--- config.mk ---
export PLATFORM = sky130hd
export DESIGN_NAME = tli_ctrl
export DESIGN_NICKNAME = d
export VERILOG_FILES = /design/src/rtl/tli_pkg.sv /design/src/rtl/tli_ctrl.sv
export SDC_FILE = /design/constraint.sdc
export NUM_CORES = 1
export LEC_CHECK = 0
export BUFFER_PORTS_ARGS = -buffer_cell sky130_fd_sc_hd__buf_4
export CAP_MARGIN = 20
export CORE_UTILIZATION = 51
export CTS_BUF_LIST = sky130_fd_sc_hd__clkbuf_16
export DETAILED_ROUTE_END_ITERATION = 12
export PLACE_DENSITY = 0.91
export SYNTH_ARGS = -nofsm -noshare
export SYNTH_HDL_FRONTEND = slang
export SYNTH_SLANG_ARGS = --single-unit
--- constraint.sdc ---
create_clock -name clk -period 4.5 [get_ports clk]
set_clock_uncertainty 0.15 [all_clocks]
set_input_delay 0.225 -clock clk [delete_from_list [all_inputs] [get_ports clk]]
set_output_delay 0.225 -clock clk [all_outputs]
set_load 0.05 [all_outputs]
--- src/rtl/tli_pkg.sv ---
// Shared types and constants for the table linear interpolator.
// Used by tli_ctrl, tli_dp and table_linear_interpolator_top; no dependencies.
`default_nettype none

package tli_pkg;

  // Table geometry
  localparam int TABLE_DEPTH = 256;
  localparam int IDX_W       = $clog2(TABLE_DEPTH);
  localparam int PC_W        = 9;

  // Divider: the quotient is known to fit in 32 bits
  localparam int DIV_STEPS   = 32;
  localparam int DIV_CNT_W   = $clog2(DIV_STEPS);

  // Operation codes
  localparam logic OP_LOAD  = 1'b0;
  localparam logic OP_QUERY = 1'b1;

  // Region codes
  localparam logic [1:0] REGION_INSIDE = 2'd0;
  localparam logic [1:0] REGION_BELOW  = 2'd1;
  localparam logic [1:0] REGION_ABOVE  = 2'd2;

  // Table read address select
  localparam logic [1:0] RD_ZERO = 2'd0;
  localparam logic [1:0] RD_LAST = 2'd1;
  localparam logic [1:0] RD_ONE  = 2'd2;
  localparam logic [1:0] RD_NEXT = 2'd3;

  typedef struct packed {
    logic               operation;
    logic [7:0]         point_index;
    logic [31:0]        x_value;
    logic signed [31:0] y_value;
  } in_item_t;

  typedef struct packed {
    logic signed [31:0] y_result;
    logic [1:0]         region;
  } out_item_t;

  // Controller -> datapath commands
  typedef struct packed {
    logic       wr_en;      // write a table point
    logic       q_start;    // capture the query x
    logic [1:0] rd_sel;     // table read address select
    logic       prev_load;  // segment start <= table read data
    logic       seg_load;   // segment end <= table read data
    logic       idx_init;   // scan index <= 1
    logic       idx_inc;    // scan index + 1
    logic       res_lo;     // result <= first y, clamped below
    logic       res_hi;     // result <= read y, clamped above
    logic       prep;       // form dy magnitude, dx and width
    logic       mul;        // product into divider register
    logic       div_step;   // one restoring division step
    logic       fin;        // add quotient, saturate
    logic       out_load;   // result -> output register
  } cmd_t;

  // Datapath -> controller status
  typedef struct packed {
    logic below;     // query x below first x
    logic above;     // query x at or above read x
    logic hit;       // query x inside current segment
    logic scan_end;  // scan index reached last point
  } sts_t;

endpackage

`default_nettype wire

--- src/rtl/tli_ctrl.sv ---
// Sequencer for the table linear interpolator: handshakes, scan and divide control.
// Depends on tli_pkg.
`default_nettype none

module tli_ctrl (
  input  wire                 clk,
  input  wire                 rst_n,
  input  wire                 in_valid,
  input  wire                 in_op,
  output logic                in_stall,
  output logic                out_valid,
  input  wire                 out_stall,
  input  wire tli_pkg::sts_t  sts,
  output tli_pkg::cmd_t       cmd
);
  import tli_pkg::*;

  localparam logic [3:0] S_IDLE  = 4'd0;
  localparam logic [3:0] S_FIRST = 4'd1;
  localparam logic [3:0] S_LAST  = 4'd2;
  localparam logic [3:0] S_SCAN  = 4'd3;
  localparam logic [3:0] S_PREP  = 4'd4;
  localparam logic [3:0] S_MUL   = 4'd5;
  localparam logic [3:0] S_DIV   = 4'd6;
  localparam logic [3:0] S_FIN   = 4'd7;
  localparam logic [3:0] S_EMIT  = 4'd8;

  logic [3:0]           state_r, state_nxt;
  logic [DIV_CNT_W-1:0] cnt_r, cnt_nxt;
  logic                 out_valid_r, out_valid_nxt;
  logic                 slot_free;

  assign in_stall  = (state_r != S_IDLE);
  assign out_valid = out_valid_r;
  assign slot_free = !out_valid_r || !out_stall;

  // Next state and commands
  always_comb begin
    state_nxt     = state_r;
    cnt_nxt       = cnt_r;
    out_valid_nxt = out_valid_r && out_stall;
    cmd           = '0;
    cmd.rd_sel    = RD_ZERO;
    case (state_r)
      S_IDLE: begin
        if (in_valid) begin
          if (in_op == OP_LOAD) begin
            cmd.wr_en = 1'b1;
          end else begin
            cmd.q_start = 1'b1;
            state_nxt   = S_FIRST;
          end
        end
      end
      S_FIRST: begin
        cmd.prev_load = 1'b1;
        cmd.rd_sel    = RD_LAST;
        state_nxt     = S_LAST;
      end
      S_LAST: begin
        if (sts.below) begin
          cmd.res_lo = 1'b1;
          state_nxt  = S_EMIT;
        end else if (sts.above) begin
          cmd.res_hi = 1'b1;
          state_nxt  = S_EMIT;
        end else begin
          cmd.idx_init = 1'b1;
          cmd.rd_sel   = RD_ONE;
          state_nxt    = S_SCAN;
        end
      end
      S_SCAN: begin
        if (sts.hit) begin
          cmd.seg_load = 1'b1;
          state_nxt    = S_PREP;
        end else if (sts.scan_end) begin
          // non-ascending table with no matching segment
          cmd.res_hi = 1'b1;
          state_nxt  = S_EMIT;
        end else begin
          cmd.prev_load = 1'b1;
          cmd.idx_inc   = 1'b1;
          cmd.rd_sel    = RD_NEXT;
        end
      end
      S_PREP: begin
        cmd.prep  = 1'b1;
        state_nxt = S_MUL;
      end
      S_MUL: begin
        cmd.mul   = 1'b1;
        cnt_nxt   = '0;
        state_nxt = S_DIV;
      end
      S_DIV: begin
        cmd.div_step = 1'b1;
        cnt_nxt      = cnt_r + DIV_CNT_W'(1);
        if (cnt_r == DIV_CNT_W'(DIV_STEPS - 1)) begin
          state_nxt = S_FIN;
        end
      end
      S_FIN: begin
        cmd.fin   = 1'b1;
        state_nxt = S_EMIT;
      end
      S_EMIT: begin
        if (slot_free) begin
          cmd.out_load  = 1'b1;
          out_valid_nxt = 1'b1;
          state_nxt     = S_IDLE;
        end
      end
      default: begin
        state_nxt = S_IDLE;
      end
    endcase
  end

  // State registers
  always_ff @(posedge clk) begin
    if (!rst_n) begin
      state_r     <= S_IDLE;
      cnt_r       <= '0;
      out_valid_r <= 1'b0;
    end else begin
      state_r     <= state_nxt;
      cnt_r       <= cnt_nxt;
      out_valid_r <= out_valid_nxt;
    end
  end

endmodule

`default_nettype wire

# After elaboration in Yosys (flattened, before gate mapping)
# Index checks and enable logic that the tools add are counted.
# totals
wordCells	69
latchBits	0
ram_bits	0
mem_bits_ro	0
out_inout_bits	17
mem_count	0
in_bits	9
register_bits	10
# op_classes
shift	0
n_addsub	1
div	0
n_mul	0
order_cmp	0
bitwise	0
mux	43
n_eq_ne	14
reduce_logical	8
# op_table
op	count
case mux 4 bit (9 select lines)	1
2-to-1 mux 4 bit	8
2-to-1 mux 1 bit	24
== test 4 x 3 -> 1 bit (second input constant)	4
case mux 5 bit (2 select lines)	1
== test 4 x 2 -> 1 bit (second input constant)	2
2-to-1 mux 2 bit	4
!= test 2 bit (second input constant)	4
2-to-1 mux 3 bit	2
case mux 2 bit (3 select lines)	1
adder 5 x 1 -> 5 bit (second input constant)	1
== test 5 bit (second input constant)	1
AND reduction 5 bit	1
== test 4 x 1 -> 1 bit (second input constant)	1
== test 4 bit (second input constant)	1
zero test 4 bit	1
case mux 1 bit (2 select lines)	2
nonzero test 4 bit	1
!= test 3 bit (second input constant)	1
zero test 1 bit	2
nonzero test 2 bit	1
logical AND 1 bit	1
logical OR 1 bit	1

# Longest topological paths before layout
# Gate-level depths: netlist (run 1).
# logic_depth
ltp_word	4
mapped_depth	5
mapped_depth_nobuf	5

# Worst setup path before layout (run 1)
# OpenSTA, ideal clock, no wires.
# synth_timing
path_kind	register to output
startpoint	reg state_r[0]
endpoint	out cmd[10] (netlist name)
required_time_ns	4.125
path_buffers	1
arrival_ns	1.865
path_slack_ns	2.260
path_stages_with_launch	4
path_cell_list	dfxtp_1 > buf_2 > nand2b_1 > o31ai_1
# synth_rtl
element	line_no	text
from (decl)	tli_ctrl.sv:28	logic [3:0] state_r, state_nxt;
from (signal assigned)	tli_ctrl.sv:127	state_r <= state_nxt;
to (decl)	tli_ctrl.sv:14	output tli_pkg::cmd_t cmd

==> metrics.txt, run 1 <==
status completed; share of cells above drive strength 1 a little under 30%; Hold Crit Depth 2; cts hold-fix bufs 0; IO Count 26; hold_sp rst_n; clk buf depth 2; Post-synth top flop dfxtp_1; initial antenna violation count 0; hold-critical path endpoint state_r[1]$_SDFFE_PN0P_; Clk Latency, worst-skew pair ~0.24 ns; Cell Count, Final, Fillers Out ~130; die height between 30 and 40 um; count of cell types in the netlist 37; first-pass GRT wire length just under 3000 um; Layout Nets ~130; ANT cells 0; largest net degree at the start of global routing 17; Leak ~0.42 nW; wirelength, routed between 1500 and 2000 um; Synth Cell Area 719.4 um2; Post-synth top cells dfxtp_1 (10), nor2_1 (10), nand2_1 (7); critical path class flop to primary output; Yosys reg bits 10; total gr overflow 0; slew of the pin with the lowest slew margin 0.4546 ns; Syn Area/Cell approximately 8.1 um2; Placer Congestion 0.7559; setup ws final 2.343 ns; Worst R2R Start state_r[0]$_SDFFE_PN0P_; Final Critical Period 2.157 ns; final hold viol count 0; final setup fails 0; Post-synth EDFFs 0; worst path cell trace nand4bb_1 > or3_4 > o31ai_1 > buf_4; max_cap viols 0; Peak VDD IR 0.0002986 V; pwr dens 376.8 nW/um2; multi-input combinational cell area ~470 um2; clk sink count 10; DP Area roughly 900 um2; worst-case reg-to-reg path depth 3; R2R Setup Slk between 2 and 3 ns; CTS tree done; port buffer count 25; Hold Slack between 0.08 and 0.09 ns; CP arrival 1.78 ns; Synth area leaders dfxtp_1 (28%), nand2b_1 (5.2%), nor2_1 (5.2%); placed insts roughly 120; Final Cell Area roughly 1000 um2; Seq. cell area between 200 and 250 um2; Detailed Route Iter0 Violations 15; synthesis-to-layout area growth 35.30%; TNS Setup 0 ns; post-CTS sizing 0; crit path max-delay cell type dfxtp_1; Max Clock Freq approximately 0.46 GHz; Max FO, Critical Path 16; Synth area leader dfxtp_1; vias between 700 and 800; dpl ws roughly 2.6 ns; unrepaired setup endpoints after global routing false; Root Buffer clkbuf_16; HPWL Detailed around 1300 um; Avg WL per Cell about 14 um; asr flop ratio synth 0%; Reg clk slew, reported paths about 0.040 ns; syn_nets 100; total track usage between 20% and 30%; cells after synthesis between 80 and 90; htree depth 1; drt pass-1 iters 4; relative slew slack between 60% and 70%; crit share post-route between 40% and 50%; vias per cell 5.938; WP data required 4.12 ns; Starting Density 55.29%; synthesis warning total 0; crit path capture type primary output; die area around 1600 um2; FF-to-FF End state_r[1]$_SDFFE_PN0P_; Final ANT Viol Nets 0; CP Launch Type flop; vias in the first global route approximately 660; FP Rows 13; sequential-to-total area share from yosys stat approximately 28%; Core Area between 1000 and 1500 um2; Hold WC Path Type input pin to flop; Filler Cells Inserted 95; CTS Buf Count 3; post-synth top area share ~28%; Post-CTS Setup Inserts 0; max-slew violations 0; chip width 39.56 um; DRC 0; Max stage delay on crit path 0.59 ns
power by group:
part	switching, mW	internal, mW	total, mW
logic	0.0662	0.0370	0.103
registers	0.0130	0.0930	0.106
clock network	0.0412	0.116	0.158
total	0.120	0.246	0.367
per-stage QoR:
stage	power, mW	utilization, %
final	0.3667	74.81
after global routing	0.3814	74.81
after floorplan	0.1799	-
after detailed placement	0.2099	68.75
after global placement	0.2074	68.75
after CTS	0.3671	74.81
worst max path at each step:
stage                                  from      end  slack (ns)
finish              state_r[1]$_SDFFE_PN0P_  cmd[10]        2.34
global route        state_r[1]$_SDFFE_PN0P_  cmd[12]        2.21
CTS                 state_r[0]$_SDFFE_PN0P_  cmd[10]        2.35
detailed placement  state_r[0]$_SDFFE_PN0P_  cmd[10]        2.60
global placement    state_r[0]$_SDFFE_PN0P_   cmd[7]        2.65
floorplan           state_r[0]$_SDFFE_PN0P_  cmd[10]        2.26
flip-flops by register name, indices dropped and copies added (netlist names):
signal	count
cnt_r	5
state_r	4
out_valid	1
worst max-delay path, delay by kind of cell, from the launching register on:
| family | cells | cell delay (ns) |
|---|---|---|
| AO/OA/AOI/OAI | 1 | 0.09 |
| buffers and inverters | 1 | 0.24 |
| AND/OR/NAND/NOR | 2 | 0.61 |
| flip-flops | 1 | 0.59 |
metal layers:
metal / global-route usage, % / vias up / wire length [um] / share of wire, %
li1: - / 377 / - / -
met1: 34.48 / 353 / 774 / 42
met2: 46.72 / 24 / 939 / 51
met3: 6.250 / 6 / 87 / 4.7
met4: 17.24 / 0 / 54 / 2.9
met5: 0 / - / 0 / 0
cell usage in the layout, fill, tap and decap left out, types with 3 or more instances in the layout:
| cell | Yosys | layout |
|---|---|---|
| a21oi_1 | 6 | 6 |
| and2_1 | 3 | 3 |
| buf_4 | 0 | 25 |
| clkbuf_16 | 0 | 3 |
| dfxtp_1 | 10 | 10 |
| inv_1 | 5 | 5 |
| nand2_1 | 7 | 7 |
| nand2b_1 | 6 | 6 |
| nor2_1 | 10 | 10 |
| o21ai_0 | 4 | 4 |
cells by family (layout without fill, tap and decap cells):
group	count (synthesis)	count (layout)	synth area share, %
AO/OA/AOI/OAI	22	22	22.44
XOR/XNOR	1	1	1.218
adder cells (fa/ha/maj)	2	2	3.478
buffers and inverters	10	34	6.957
flip-flops	10	10	27.83
AND/OR/NAND/NOR	44	44	38.09
cell type report:
type	instances	share of cell area [%]
inverters	5	1.928
flip-flops and latches	10	20.57
repair buffers	25	19.28
well taps	15	1.928
multi-input cells	69	48.20
clock buffers	3	7.712
clock inverters	1	0.3856
No activity file was read; power rests on OpenSTA's default activity.
==> inputs of run 2 (changes only) <==
Settings changed: CORE_UTILIZATION 51 to 47, PLACE_DENSITY 0.91 to 0.85.
Clock period 4.5 ns to 2.25 ns, I/O delays scaled along.
==> run 2 against run 1 <==
Sequential cell count stayed put. Via count fell by 3.2%. Cell count up 0.78%. Global-route usage shrank 6.9 points. Setup slack got worse by 2.1 ns. First-iteration DRC count up 60%. Register-to-register slack got worse by 2.3 ns. Cell area rose by 1.0%. Die area rose by 8.1%. Non-clock buffer count up 1. Total power up 100%. Largest cell class unchanged. Largest power group unchanged.
==> metrics.txt, run 2 (synthesis results as in run 1) <==
final core occ a little under three quarters; Max FO, Critical Path 15; vias per cell ~5.7; wirelength, routed about 1700 um; critical path class flop to primary output; Sequential Power Share roughly 29%; post-CTS sizing 0; initial antenna violation count 0; R2R Setup Slk ~0.47 ns; CP arrival roughly 1.8 ns; unrepaired setup endpoints after global routing false; Max stage delay on crit path around 0.60 ns; IO Count 26; Hold WC Path Type input pin to flop; synthesis-to-layout area growth 36.70%; Final ANT Viol Nets 0; Detailed Route Iter0 Violations 24; Max Clock Freq slightly below 0.5 GHz; final setup fails 0; slew of the pin with the lowest slew margin ~0.46 ns; Starting Density between 50% and 60%; Avg WL per Cell 12.82 um; die height 41.13 um; drt pass-1 iters 4; Core Area roughly 1400 um2; total gr overflow 0; HPWL Detailed between 1000 and 1500 um; Final Critical Period just over 2 ns; port buffer count 25; Filler Cells Inserted roughly 110; clk sink count 10; largest net degree at the start of global routing 17; Clk Latency, worst-skew pair 0.24 ns; share of cells above drive strength 1 28.95%; WP data required 1.99 ns; CTS Buf Count 3; clk buf depth 2; Leak between 0.4 and 0.5 nW; crit share post-route 91.19%; Peak VDD IR ~0.00064 V; status completed; CTS tree done; Seq. cell area 200.2 um2; htree depth 1; max reg flops 5; Placer Congestion slightly above 0.7; Worst Path Buf+Inv 1; worst path cell trace nand4bb_1 > or3_4 > o31ai_1 > buf_4; Reg clk slew, reported paths roughly 0.04 ns; total track usage around 22%; DRC 0; most common cell after layout, fill and taps aside buf_4; CP Launch Type flop; chip width a little over 40 um; TNS Setup 0 ns; max-slew violations 0; Net Sw Power 0.2394 mW; crit path capture type primary output; internal power ~0.49 mW; ANT cells 0; crit path max-delay cell type dfxtp_1; most frequent cells in the layout buf_4 (25), nor2_1 (10), dfxtp_1 (10); Root Buffer clkbuf_16; first-pass GRT wire length ~2400 um; family with the most delay on the worst path simple AND/OR/NAND/NOR gates; pwr dens ~750 nW/um2; vias around 740; final hold viol count 0; clock power share a little over two fifths; vias in the first global route between 500 and 600; die area around 1700 um2; max_cap viols 0; Comb pwr share approximately 28%; Sw Share 32.66%; FP Rows 13; relative slew slack just under 70%; Layout Nets 126; Top reg by flops cnt_r; multi-input combinational cell area 469.2 um2
run 2: final cells by class:
class | instances | area share, %
clock buffer | 3 | 7.634
inverter | 5 | 1.908
tap | 15 | 1.908
clock inverter | 1 | 0.3817
timing repair buffer | 26 | 20.10
sequential | 10 | 20.36
multi-input combinational | 69 | 47.71
run 2: through the flow:
stage | total power [mW] | worst slack (ns) | instances | hold slack (ns) | area (um2)
final | 0.7332 | 0.1982 | 129 | 0.02602 | 983.4
after global routing | 0.7683 | 0.07324 | 129 | 0.06340 | 983.4
after CTS | 0.7381 | 0.1854 | 129 | 0.02738 | 983.4
after detailed placement | 0.4194 | 0.4486 | 124 | 0.2357 | 894.6
after global placement | 0.4144 | 0.5104 | 124 | 0.2180 | 894.6
after floorplan | 0.3598 | 0.1227 | 89 | 0.09606 | 719.4
run 2: tightest hold or removal path: stages:
cell     delay [ns]
buf_4          0.08
nand2_1        0.06
a21oi_1        0.11
run 2: final timing paths:
check	start	end	cells after the start
worst max-delay path	state_r[0]$_SDFFE_PN0P_	cmd[10]	4
worst min-delay path	out_stall	out_valid$_SDFF_PN0_	3
worst max register to register	state_r[0]$_SDFFE_PN0P_	state_r[1]$_SDFFE_PN0P_	3
worst min register to register	cnt_r[3]$_SDFFE_PN0P_	cnt_r[3]$_SDFFE_PN0P_	1
run 2: repair_timing:
item,4_1_cts,5_1_grt
hold endpoints to repair,1,0
hold buffers,1,0
setup buffers,0,0
run 2: power groups by stage:
stage,combinational (mW),sequential (mW),clock [mW]
floorplan,0.162,0.198,0
global placement,0.202,0.212,0
detailed placement,0.206,0.213,0
CTS,0.208,0.210,0.320
global route,0.223,0.214,0.331
finish,0.208,0.211,0.314
run 2: routing by layer:
metal / GRT usage, % / vias to the layer above / routed length (um)
met5: 0 / - / 0
met4: 8.065 / 0 / 27
met3: 9.783 / 4 / 135
met2: 35.94 / 33 / 763
met1: 25.24 / 321 / 728
li1: - / 378 / -
